`config.mk`:
```
export PLATFORM = sky130hd
export DESIGN_NAME = cube_map_face_and_uv_top
export DESIGN_NICKNAME = d
export VERILOG_FILES = /design/src/rtl/cmfuv_pkg.sv /design/src/rtl/cube_map_face_and_uv_top.sv /design/src/rtl/cmfuv_front.sv /design/src/rtl/cmfuv_div_cell.sv
export SDC_FILE = /design/constraint.sdc
export NUM_CORES = 2
export LEC_CHECK = 0
export BUFFER_PORTS_ARGS = -buffer_cell sky130_fd_sc_hd__clkbuf_2
export CORE_AREA = 5 5 440 442
export CTS_BUF_LIST = sky130_fd_sc_hd__clkbuf_8
export DETAILED_ROUTE_END_ITERATION = 16
export DIE_AREA = 0 0 445 447
export GPL_TIMING_DRIVEN = 0
export HOLD_SLACK_MARGIN = 0.12
export PLACE_DENSITY = 0.54
export REMOVE_ABC_BUFFERS = 1
export SLEW_MARGIN = 20
export SYNTH_ARGS = -nofsm -noshare
export SYNTH_HDL_FRONTEND = slang
export SYNTH_SLANG_ARGS = --single-unit
```
`constraint.sdc`:
```
create_clock -name clock -period 15.6 [get_ports clock]
set_clock_uncertainty 0.2 [all_clocks]
set_input_delay 0.78 -clock clock [delete_from_list [all_inputs] [get_ports clock]]
set_output_delay 0.78 -clock clock [all_outputs]
set_load 0.05 [all_outputs]
```
`src/rtl/cmfuv_pkg.sv`:
```
`timescale 1ns / 1ps
// ----------------------------------------------------------------------------
// cmfuv_pkg: shared types and constants of the cube map face and uv block
// Widths of the direction, the uv coordinates, the divider chain and the
// control registers, plus the stage record passed from cell to cell.
// ----------------------------------------------------------------------------
package cmfuv_pkg;

   localparam int DIR_BITS     = 16;
   localparam int UV_FRAC_BITS = 16;

   localparam int NUM_FACES = 6;
   localparam int FACE_W    = 3;
   localparam int CODE_W    = 3;
   localparam int AXES_W    = NUM_FACES * CODE_W;

   // magnitude and sign-extended component
   localparam int MAG_W   = DIR_BITS + 1;
   // p + m before folding the sign
   localparam int SUM_W   = DIR_BITS + 2;
   // folded numerator, at most twice the major magnitude
   localparam int NUM_W   = DIR_BITS + 1;
   localparam int DVD_W   = NUM_W + UV_FRAC_BITS;
   localparam int DEN2_W  = DIR_BITS + 1;
   localparam int REM_W   = DEN2_W;
   // quotient bits, one cell each
   localparam int Q_W     = UV_FRAC_BITS + 1;
   localparam int COORD_W = UV_FRAC_BITS + 1;

   localparam int CSR_IDX_W  = 4;
   localparam int CSR_DATA_W = AXES_W;

   localparam logic [CSR_IDX_W-1:0] CSR_FACE_U_AXES = CSR_IDX_W'(0);
   localparam logic [CSR_IDX_W-1:0] CSR_FACE_V_AXES = CSR_IDX_W'(1);

   localparam logic [AXES_W-1:0] FACE_U_AXES_RESET = AXES_W'(2102);
   localparam logic [AXES_W-1:0] FACE_V_AXES_RESET = AXES_W'(171433);

   // axis select field of an axis code
   localparam logic [1:0] AXIS_X = 2'd0;
   localparam logic [1:0] AXIS_Y = 2'd1;
   localparam logic [1:0] AXIS_Z = 2'd2;

   typedef logic [NUM_FACES-1:0][CODE_W-1:0] axes_type;

   // one lane of the restoring divider
   typedef struct packed {
      logic [REM_W-1:0] rem;
      logic [Q_W-1:0]   low;
      logic [Q_W-1:0]   quo;
   } lane_type;

   typedef struct packed {
      logic [FACE_W-1:0] face;
      logic              invalid;
      logic [DEN2_W-1:0] den2;
      lane_type          u;
      lane_type          v;
   } stage_type;

endpackage

```
`src/rtl/cube_map_face_and_uv_top.sv`:
```
`timescale 1ns / 1ps
// pipeline: from req transfer to rsp_valid, the setup stage, 17 divider cells and
//   the output register; rsp_stall holds the output and backs up the chain
// throughput: one item per cycle unless rsp_stall holds the output; the setup stage,
//   divider cells (one quotient bit per cell) and output register hold up to 19 items
// reset: synchronous, clears all valids and loads the default face axis codes
// ----------------------------------------------------------------------------
// cube_map_face_and_uv_top: cube map face selection and face uv coordinates
// Picks the face of a direction vector and maps its projection onto the
// face's configured u and v axes to [0,1] in unsigned fixed point.
// ----------------------------------------------------------------------------
module cube_map_face_and_uv_top (
   input  logic                                     clock,
   input  logic                                     reset,
   input  logic                                     req_valid,
   output logic                                     req_stall,
   input  logic signed [cmfuv_pkg::DIR_BITS-1:0]    req_dir_x,
   input  logic signed [cmfuv_pkg::DIR_BITS-1:0]    req_dir_y,
   input  logic signed [cmfuv_pkg::DIR_BITS-1:0]    req_dir_z,
   output logic                                     rsp_valid,
   input  logic                                     rsp_stall,
   output logic [cmfuv_pkg::FACE_W-1:0]             rsp_face_index,
   output logic [cmfuv_pkg::COORD_W-1:0]            rsp_u_coord,
   output logic [cmfuv_pkg::COORD_W-1:0]            rsp_v_coord,
   output logic                                     rsp_invalid_dir,
   input  logic                                     csr_we,
   input  logic [cmfuv_pkg::CSR_IDX_W-1:0]          csr_index,
   input  logic [cmfuv_pkg::CSR_DATA_W-1:0]         csr_wdata
);
   import cmfuv_pkg::*;

   axes_type             face_u_axes_ff, face_u_axes_in;
   axes_type             face_v_axes_ff, face_v_axes_in;
   logic                 chain_valid [0:Q_W];
   logic                 chain_ready [0:Q_W];
   stage_type            chain_data  [0:Q_W];
   logic                 rsp_valid_ff, rsp_valid_in;
   logic [FACE_W-1:0]    face_ff;
   logic                 invalid_ff;
   logic [COORD_W-1:0]   u_ff, v_ff;
   logic                 out_ready;

   function automatic logic [COORD_W-1:0] saturate(
      input logic [Q_W-1:0] q,
      input logic           zero
   );
      logic [COORD_W-1:0] one;
      one = {1'b1, {UV_FRAC_BITS{1'b0}}};
      if (zero) begin
         return '0;
      end
      return (COORD_W'(q) > one) ? one : COORD_W'(q);
   endfunction

   // control registers
   always_comb begin
      face_u_axes_in = face_u_axes_ff;
      face_v_axes_in = face_v_axes_ff;
      if (csr_we) begin
         unique case (csr_index)
            CSR_FACE_U_AXES: face_u_axes_in = csr_wdata;
            CSR_FACE_V_AXES: face_v_axes_in = csr_wdata;
            default: ;
         endcase
      end
   end

   always_ff @(posedge clock) begin
      if (reset) begin
         face_u_axes_ff <= FACE_U_AXES_RESET;
         face_v_axes_ff <= FACE_V_AXES_RESET;
      end else begin
         face_u_axes_ff <= face_u_axes_in;
         face_v_axes_ff <= face_v_axes_in;
      end
   end

   cmfuv_front u_front (
      .clock       (clock),
      .reset       (reset),
      .req_valid   (req_valid),
      .req_stall   (req_stall),
      .req_dir_x   (req_dir_x),
      .req_dir_y   (req_dir_y),
      .req_dir_z   (req_dir_z),
      .face_u_axes (face_u_axes_ff),
      .face_v_axes (face_v_axes_ff),
      .dn_valid    (chain_valid[0]),
      .dn_data     (chain_data[0]),
      .dn_ready    (chain_ready[0])
   );

   for (genvar i = 0; i < Q_W; i++) begin : g_cell
      cmfuv_div_cell u_cell (
         .clock    (clock),
         .reset    (reset),
         .up_valid (chain_valid[i]),
         .up_data  (chain_data[i]),
         .up_ready (chain_ready[i]),
         .dn_valid (chain_valid[i+1]),
         .dn_data  (chain_data[i+1]),
         .dn_ready (chain_ready[i+1])
      );
   end

   // output register, refilled while empty or on the cycle its transfer completes
   assign out_ready      = !rsp_valid_ff || !rsp_stall;
   assign chain_ready[Q_W] = out_ready;
   assign rsp_valid_in   = out_ready ? chain_valid[Q_W] : rsp_valid_ff;

   always_ff @(posedge clock) begin
      if (reset) begin
         rsp_valid_ff <= 1'b0;
      end else begin
         rsp_valid_ff <= rsp_valid_in;
      end
   end

   always_ff @(posedge clock) begin
      if (out_ready && chain_valid[Q_W]) begin
         face_ff    <= chain_data[Q_W].face;
         invalid_ff <= chain_data[Q_W].invalid;
         u_ff       <= saturate(chain_data[Q_W].u.quo, chain_data[Q_W].invalid);
         v_ff       <= saturate(chain_data[Q_W].v.quo, chain_data[Q_W].invalid);
      end
   end

   assign rsp_valid       = rsp_valid_ff;
   assign rsp_face_index  = face_ff;
   assign rsp_u_coord     = u_ff;
   assign rsp_v_coord     = v_ff;
   assign rsp_invalid_dir = invalid_ff;

endmodule

```
`src/rtl/cmfuv_front.sv`:
```
`timescale 1ns / 1ps
// ----------------------------------------------------------------------------
// cmfuv_front: major axis, face and divider setup
// Picks the major axis and face, projects onto the face's u and v axes and
// registers the dividend and divisor that enter the divider chain.
// ----------------------------------------------------------------------------
module cmfuv_front (
   input  logic                                  clock,
   input  logic                                  reset,
   input  logic                                  req_valid,
   output logic                                  req_stall,
   input  logic signed [cmfuv_pkg::DIR_BITS-1:0] req_dir_x,
   input  logic signed [cmfuv_pkg::DIR_BITS-1:0] req_dir_y,
   input  logic signed [cmfuv_pkg::DIR_BITS-1:0] req_dir_z,
   input  cmfuv_pkg::axes_type                   face_u_axes,
   input  cmfuv_pkg::axes_type                   face_v_axes,
   output logic                                  dn_valid,
   output cmfuv_pkg::stage_type                  dn_data,
   input  logic                                  dn_ready
);
   import cmfuv_pkg::*;

   logic signed [MAG_W-1:0] cx, cy, cz, m;
   logic [MAG_W-1:0]        ax, ay, az, am_xy, den;
   logic [1:0]              axis;
   logic                    neg, zero;
   logic [FACE_W-1:0]       face;
   stage_type               stage_in;
   logic                    valid_ff, valid_in;
   stage_type               data_ff;
   logic                    ready;

   function automatic logic signed [MAG_W-1:0] project(
      input logic signed [MAG_W-1:0] px,
      input logic signed [MAG_W-1:0] py,
      input logic signed [MAG_W-1:0] pz,
      input logic [CODE_W-1:0]       code
   );
      logic signed [MAG_W-1:0] p;
      case (code[1:0])
         AXIS_X:  p = px;
         AXIS_Y:  p = py;
         AXIS_Z:  p = pz;
         default: p = '0;
      endcase
      return code[2] ? -p : p;
   endfunction

   // dividend (p+m)*2^F + |m| folded to the sign of m, split for the chain
   function automatic lane_type lane_setup(
      input logic signed [MAG_W-1:0] p,
      input logic signed [MAG_W-1:0] mm,
      input logic [MAG_W-1:0]        dd
   );
      logic signed [SUM_W-1:0] sum;
      logic [NUM_W-1:0]        n;
      logic [DVD_W-1:0]        dvd;
      lane_type                l;
      sum = SUM_W'(p) + SUM_W'(mm);
      if (mm[MAG_W-1]) begin
         sum = -sum;
      end
      n     = (sum > 0) ? sum[NUM_W-1:0] : '0;
      dvd   = {n, {UV_FRAC_BITS{1'b0}}} + DVD_W'(dd);
      l.rem = REM_W'(dvd[DVD_W-1:Q_W]);
      l.low = dvd[Q_W-1:0];
      l.quo = '0;
      return l;
   endfunction

   always_comb begin
      cx = MAG_W'(req_dir_x);
      cy = MAG_W'(req_dir_y);
      cz = MAG_W'(req_dir_z);
      ax = cx[MAG_W-1] ? -cx : cx;
      ay = cy[MAG_W-1] ? -cy : cy;
      az = cz[MAG_W-1] ? -cz : cz;
      // ties stay with the earlier axis
      axis  = AXIS_X;
      m     = cx;
      am_xy = ax;
      if (ay > ax) begin
         axis  = AXIS_Y;
         m     = cy;
         am_xy = ay;
      end
      den = am_xy;
      if (az > am_xy) begin
         axis = AXIS_Z;
         m    = cz;
         den  = az;
      end
      zero = (m == '0);
      neg  = m[MAG_W-1];
      face = zero ? '0 : {axis, neg};

      stage_in.face    = face;
      stage_in.invalid = zero;
      stage_in.den2    = {den[DEN2_W-2:0], 1'b0};
      stage_in.u       = lane_setup(project(cx, cy, cz, face_u_axes[face]), m, den);
      stage_in.v       = lane_setup(project(cx, cy, cz, face_v_axes[face]), m, den);
   end

   assign ready     = !valid_ff || dn_ready;
   assign req_stall = !ready;
   assign valid_in  = ready ? req_valid : valid_ff;

   always_ff @(posedge clock) begin
      if (reset) begin
         valid_ff <= 1'b0;
      end else begin
         valid_ff <= valid_in;
      end
   end

   always_ff @(posedge clock) begin
      if (ready && req_valid) begin
         data_ff <= stage_in;
      end
   end

   assign dn_valid = valid_ff;
   assign dn_data  = data_ff;

endmodule

```
`src/rtl/cmfuv_div_cell.sv`:
```
`timescale 1ns / 1ps
// ----------------------------------------------------------------------------
// cmfuv_div_cell: one quotient bit of the u and v dividers
// Restoring division step for both lanes, registered, with its own valid
// and a ready that lets bubbles close up.
// ----------------------------------------------------------------------------
module cmfuv_div_cell (
   input  logic                 clock,
   input  logic                 reset,
   input  logic                 up_valid,
   input  cmfuv_pkg::stage_type up_data,
   output logic                 up_ready,
   output logic                 dn_valid,
   output cmfuv_pkg::stage_type dn_data,
   input  logic                 dn_ready
);
   import cmfuv_pkg::*;

   logic      valid_ff, valid_in;
   stage_type data_ff, data_in;

   function automatic lane_type div_step(
      input lane_type          l,
      input logic [DEN2_W-1:0] d2
   );
      logic [REM_W:0] trial;
      logic [REM_W:0] diff;
      logic           ge;
      lane_type       r;
      trial = {l.rem, l.low[Q_W-1]};
      diff  = trial - {1'b0, d2};
      ge    = trial >= {1'b0, d2};
      r.rem = ge ? diff[REM_W-1:0] : trial[REM_W-1:0];
      r.low = {l.low[Q_W-2:0], 1'b0};
      r.quo = {l.quo[Q_W-2:0], ge};
      return r;
   endfunction

   always_comb begin
      data_in   = up_data;
      data_in.u = div_step(up_data.u, up_data.den2);
      data_in.v = div_step(up_data.v, up_data.den2);
   end

   assign up_ready = !valid_ff || dn_ready;
   assign valid_in = up_ready ? up_valid : valid_ff;

   always_ff @(posedge clock) begin
      if (reset) begin
         valid_ff <= 1'b0;
      end else begin
         valid_ff <= valid_in;
      end
   end

   always_ff @(posedge clock) begin
      if (up_ready && up_valid) begin
         data_ff <= data_in;
      end
   end

   assign dn_valid = valid_ff;
   assign dn_data  = data_ff;

endmodule

```
==> impl_results.html <==
<table>
<tr><th>Metric</th><th>Value</th></tr>
<tr><th colspan="2">Place</th></tr>
<tr><td>Setup slack at placement</td><td>-2.072 ns</td></tr>
<tr><td>Weighted congestion at the end of routability-driven global placement</td><td>0.8801</td></tr>
<tr><td>Cell count after placement</td><td>8979</td></tr>
<tr><td>Half-perimeter wire length after placement</td><td>143100 um</td></tr>
<tr><td>Placed Instance Area</td><td>0.07790 mm2</td></tr>
<tr><td>Total of buffers placed on input and output ports</td><td>114</td></tr>
<tr><th colspan="2">Clock network</th></tr>
<tr><td>Clock root buffer</td><td>sky130_fd_sc_hd__clkbuf_8</td></tr>
<tr><td>Clock tree from TritonCTS</td><td>done</td></tr>
<tr><td>Clock latency on the worst-skew pair</td><td>0.98 ns</td></tr>
<tr><td>Num CTS Buffers</td><td>220</td></tr>
<tr><td>Clock Pin Slew Worst Setup and Hold Paths</td><td>0.06 ns</td></tr>
<tr><td>Sink Count</td><td>1291</td></tr>
<tr><td>CTS Buffer Depth</td><td>3</td></tr>
<tr><td>Maximum level of the CTS H-tree</td><td>4</td></tr>
<tr><th colspan="2">Setup path</th></tr>
<tr><td>Setup Crit Path Kind</td><td>in2reg</td></tr>
<tr><td>Kind of capture point of the worst setup path</td><td>register</td></tr>
<tr><td>Most used cell along the critical path</td><td>sky130_fd_sc_hd__a21oi_1</td></tr>
<tr><td>Data arrival, critical path</td><td>15.33 ns</td></tr>
<tr><td>Worst stage delay on the critical path</td><td>0.54 ns</td></tr>
<tr><td>Maximum fanout along the worst path</td><td>27</td></tr>
<tr><td>Required time reported for the critical path endpoint</td><td>16.10 ns</td></tr>
<tr><td>Slowest cell on the critical path</td><td>sky130_fd_sc_hd__o31ai_4</td></tr>
<tr><td>Type of origin of the critical path</td><td>input port</td></tr>
<tr><th colspan="2">Synth</th></tr>
<tr><td>Count of flip-flops with a built-in enable after synthesis</td><td>1236</td></tr>
<tr><td>Synthesized instance count</td><td>6452</td></tr>
<tr><td>Cell taking the most area after synthesis</td><td>sky130_fd_sc_hd__edfxtp_1</td></tr>
<tr><td>Cell types with the largest area share after synthesis</td><td>sky130_fd_sc_hd__edfxtp_1 51%, sky130_fd_sc_hd__ha_1 10%, sky130_fd_sc_hd__xnor2_1 5.2%, sky130_fd_sc_hd__a21o_1 4.7%, sky130_fd_sc_hd__a21oi_1 4.2%</td></tr>
<tr><td>Yosys top cell area share</td><td>0.5060</td></tr>
<tr><td>Part of the Yosys area used for sequential elements</td><td>0.5210</td></tr>
<tr><td>Synthesized area divided by synthesized cell count</td><td>11.37 um2</td></tr>
<tr><td>Number of unique standard cell types used by synthesis</td><td>90</td></tr>
<tr><td>Total of flip-flops plus latches after synthesis</td><td>1291</td></tr>
<tr><td>YS warnings</td><td>0</td></tr>
<tr><td>Most common flop cell mapped by yosys</td><td>sky130_fd_sc_hd__edfxtp_1</td></tr>
<tr><td>Post-Synthesis Cell Area</td><td>0.07335 mm2</td></tr>
<tr><td>Async S/R FF share, synth</td><td>0</td></tr>
<tr><th colspan="2">Detailed routing</th></tr>
<tr><td>Total via count after detailed routing</td><td>48600</td></tr>
<tr><td>Number of detailed-route iterations in the first pass</td><td>6</td></tr>
<tr><td>Number of remaining DRC errors</td><td>0</td></tr>
<tr><td>First-iteration detailed-routing DRC count</td><td>2937</td></tr>
<tr><td>ANT nets after route</td><td>0</td></tr>
<tr><td>Average wire length per cell after detail routing</td><td>19.56 um</td></tr>
<tr><td>Total wire length after detailed routing</td><td>184500 um</td></tr>
<tr><td>Detailed-route vias per instance</td><td>5.153</td></tr>
<tr><th colspan="2">Floorplan</th></tr>
<tr><td>Floorplan Core Area</td><td>0.1892 mm2</td></tr>
<tr><td>Die span in x</td><td>445 um</td></tr>
<tr><td>Count of boundary I/O pins</td><td>115</td></tr>
<tr><td>Effective utilization at floorplan</td><td>0.3877</td></tr>
<tr><td>Number of rows in the core area</td><td>160</td></tr>
<tr><td>Vertical extent of the die</td><td>447 um</td></tr>
<tr><td>Die Outline Area</td><td>0.1989 mm2</td></tr>
<tr><th colspan="2">Run status</th></tr>
<tr><td>Run status</td><td>complete, no violations</td></tr>
<tr><th colspan="2">Worst hold path</th></tr>
<tr><td>Worst min-delay path class</td><td>reg2reg</td></tr>
<tr><th colspan="2">GRT</th></tr>
<tr><td>Total routing resource utilization after global routing</td><td>0.1824</td></tr>
<tr><td>Peak-usage layer in the global routing report</td><td>met2</td></tr>
<tr><td>Via count of the first global-routing pass</td><td>48260</td></tr>
<tr><td>Number of antenna violations at the first check in global routing</td><td>2</td></tr>
<tr><td>Met3 layer usage reported by global route</td><td>0.02456</td></tr>
<tr><td>Overflow after GRT</td><td>0</td></tr>
<tr><td>First-pass GRT wire length</td><td>281700 um</td></tr>
<tr><td>Met2 Resource Use GR</td><td>0.3215</td></tr>
<tr><td>Met1 routing resource usage after global routing</td><td>0.2335</td></tr>
<tr><td>Maximum number of pins on one net before global-route repair</td><td>56</td></tr>
<tr><th colspan="2">STA</th></tr>
<tr><td>Peak Freq</td><td>67.40 MHz</td></tr>
<tr><td>Time the worst path needs with I/O delays and setup</td><td>14.84 ns</td></tr>
<tr><td>Unrepaired setup endpoints after global routing</td><td>no</td></tr>
<tr><td>Post-route fraction of the period consumed by the critical path</td><td>0.9511</td></tr>
<tr><td>Worst slew margin</td><td>0.2779</td></tr>
<tr><td>Setup TNS</td><td>0 ns</td></tr>
<tr><td>Pin slew with the least headroom to its limit</td><td>1.081 ns</td></tr>
<tr><td>Number of max-slew violations in the final report</td><td>0</td></tr>
<tr><td>Worst hold slack</td><td>0.1659 ns</td></tr>
<tr><td>Smallest setup slack after layout</td><td>0.7624 ns</td></tr>
<tr><td>Hold Vio Cnt, Final</td><td>0</td></tr>
<tr><td>Final setup vio count</td><td>0</td></tr>
<tr><th colspan="2">Layout</th></tr>
<tr><td>Final Util</td><td>0.4372</td></tr>
<tr><td>NumNets Final</td><td>7446</td></tr>
<tr><td>Layout Area Growth over Synthesis</td><td>12.76%</td></tr>
<tr><td>Final cell area excluding filler cells</td><td>0.08271 mm2</td></tr>
<tr><td>Post-route non-filler standard cell count</td><td>9431</td></tr>
<tr><td>Fraction of layout cells with a size suffix above 1</td><td>0.09773</td></tr>
<tr><th colspan="2">Power</th></tr>
<tr><td>Static power due to leakage</td><td>33.64 nW</td></tr>
<tr><td>Worst-case vdd ir drop</td><td>0.0002117 V</td></tr>
<tr><td>Total power</td><td>10.73 mW</td></tr>
<tr><td>Areal power density over the cells</td><td>129.7 mW/mm2</td></tr>
<tr><th colspan="2">Job</th></tr>
<tr><td>Max-cap violation count</td><td>0</td></tr>
</table>
flip-flops by register name, summed over array words and instances (netlist names):
name / count
rsp_valid: 1
u_front.dn_valid: 1
g_cell.u_cell.dn_data: 1144
rsp_invalid_dir: 1
face_u_axes_ff: 18
g_cell.u_cell.dn_valid: 17
face_v_axes_ff: 18
rsp_v_coord: 17
rsp_u_coord: 17
u_front.dn_data: 54
rsp_face_index: 3
synth_stat cells, types with 12 or more instances:
library cell	number
sky130_fd_sc_hd__nand2_1	309
sky130_fd_sc_hd__and4_1	41
sky130_fd_sc_hd__a21oi_1	610
sky130_fd_sc_hd__o21ai_0	245
sky130_fd_sc_hd__o21a_1	22
sky130_fd_sc_hd__a21o_1	458
sky130_fd_sc_hd__ha_1	608
sky130_fd_sc_hd__fa_1	34
sky130_fd_sc_hd__nor2_1	599
sky130_fd_sc_hd__a31oi_1	18
sky130_fd_sc_hd__nand3_1	63
sky130_fd_sc_hd__o21bai_1	23
sky130_fd_sc_hd__edfxtp_1	1236
sky130_fd_sc_hd__inv_1	454
sky130_fd_sc_hd__dfxtp_1	55
sky130_fd_sc_hd__o31ai_1	25
sky130_fd_sc_hd__nand3b_1	17
sky130_fd_sc_hd__mux2_2	111
sky130_fd_sc_hd__clkbuf_1	132
sky130_fd_sc_hd__xnor2_1	432
sky130_fd_sc_hd__nor2b_1	108
sky130_fd_sc_hd__or3_1	16
sky130_fd_sc_hd__and2_1	56
sky130_fd_sc_hd__nor4_1	33
sky130_fd_sc_hd__xor2_1	119
sky130_fd_sc_hd__nand4b_1	12
sky130_fd_sc_hd__nand4_1	85
sky130_fd_sc_hd__mux2i_1	53
sky130_fd_sc_hd__a21boi_0	55
sky130_fd_sc_hd__nand2b_1	138
sky130_fd_sc_hd__a221oi_1	20
sky130_fd_sc_hd__or2_2	14
sky130_fd_sc_hd__and3_1	13
sky130_fd_sc_hd__nor3_1	52
sky130_fd_sc_hd__buf_1	16
where the power goes:
| part | total [mW] | switching, mW | internal [mW] |
|---|---|---|---|
| Sequential | 4.09 | 0.0886 | 4.01 |
| Clock | 2.98 | 1.44 | 1.53 |
| Combinational | 3.66 | 2.21 | 1.44 |
cell type report:
| cell class | count | area (um2) |
|---|---|---|
| fill | 17600 | 106500 |
| sequential | 1291 | 38220 |
| multi-input combinational | 4549 | 33060 |
| tap | 2511 | 3142 |
| clock buffer | 221 | 3042 |
| timing repair buffer | 212 | 2222 |
| inverter | 455 | 1710 |
| clock inverter | 189 | 1309 |
| antenna | 3 | 7.507 |
kinds of logic after synthesis:
group,Yosys count,share of synthesized area
AOI/OAI and AO/OA,1585,0.1362
adders and majority gates,642,0.1130
xor gates and xnor gates,551,0.06579
other,2,0.0001024
and+or+nand+nor,1594,0.1063
muxes,168,0.02489
buffers and inverters,619,0.03270
DFF,1291,0.5210
cell usage in the layout, fill, tap and decap left out, types with 221 or more instances in the layout:
cell type,Yosys,layout
sky130_fd_sc_hd__o21ai_0,245,243
sky130_fd_sc_hd__clkbuf_8,0,221
sky130_fd_sc_hd__ha_1,608,608
sky130_fd_sc_hd__nand2_1,309,293
sky130_fd_sc_hd__inv_1,454,515
sky130_fd_sc_hd__xnor2_1,432,432
sky130_fd_sc_hd__nor2_1,599,597
sky130_fd_sc_hd__a21oi_1,610,609
sky130_fd_sc_hd__edfxtp_1,1236,1236
sky130_fd_sc_hd__a21o_1,458,458
routing by layer:
layer | up-vias | share of wire | routed length (um)
met3 | 300 | 0.036 | 6689
li1 | 24100 | - | -
met1 | 23280 | 0.44 | 81470
met4 | 0 | 0.027 | 4957
met5 | - | 0 | 0
met2 | 914 | 0.50 | 91390
worst max-delay path: cells and delay by family:
kind | cells | cell delay, ns
AND/OR/NAND/NOR | 13 | 3.32
adder cells (fa/ha/maj) | 6 | 1.97
buffers and inverters | 8 | 1.70
AO/OA/AOI/OAI | 26 | 6.16
multiplexers | 2 | 0.53
XOR/XNOR | 3 | 0.77
final timing paths:
path	start	slack, ns	end	cells past startpoint
max	req_dir_x[1]	0.76	u_front.dn_data[34]	58
max reg2reg	face_v_axes_ff[9]	8.03	u_front.dn_data[34]	27
min	g_cell[4].u_cell.dn_data[3]	0.17	g_cell[5].u_cell.dn_data[4]	0
min reg2reg	g_cell[4].u_cell.dn_data[3]	0.17	g_cell[5].u_cell.dn_data[4]	0
timing repair:
item                                    CTS  global route
pin swaps                                 2             2
hold endpoints to repair                 63             8
endpoints found under the setup margin   31            34
hold buffers                             28             1
buffers inserted                          3             5
resized for setup                         4             7
gates cloned                              0             1
Power figures use the tool's default switching activity.
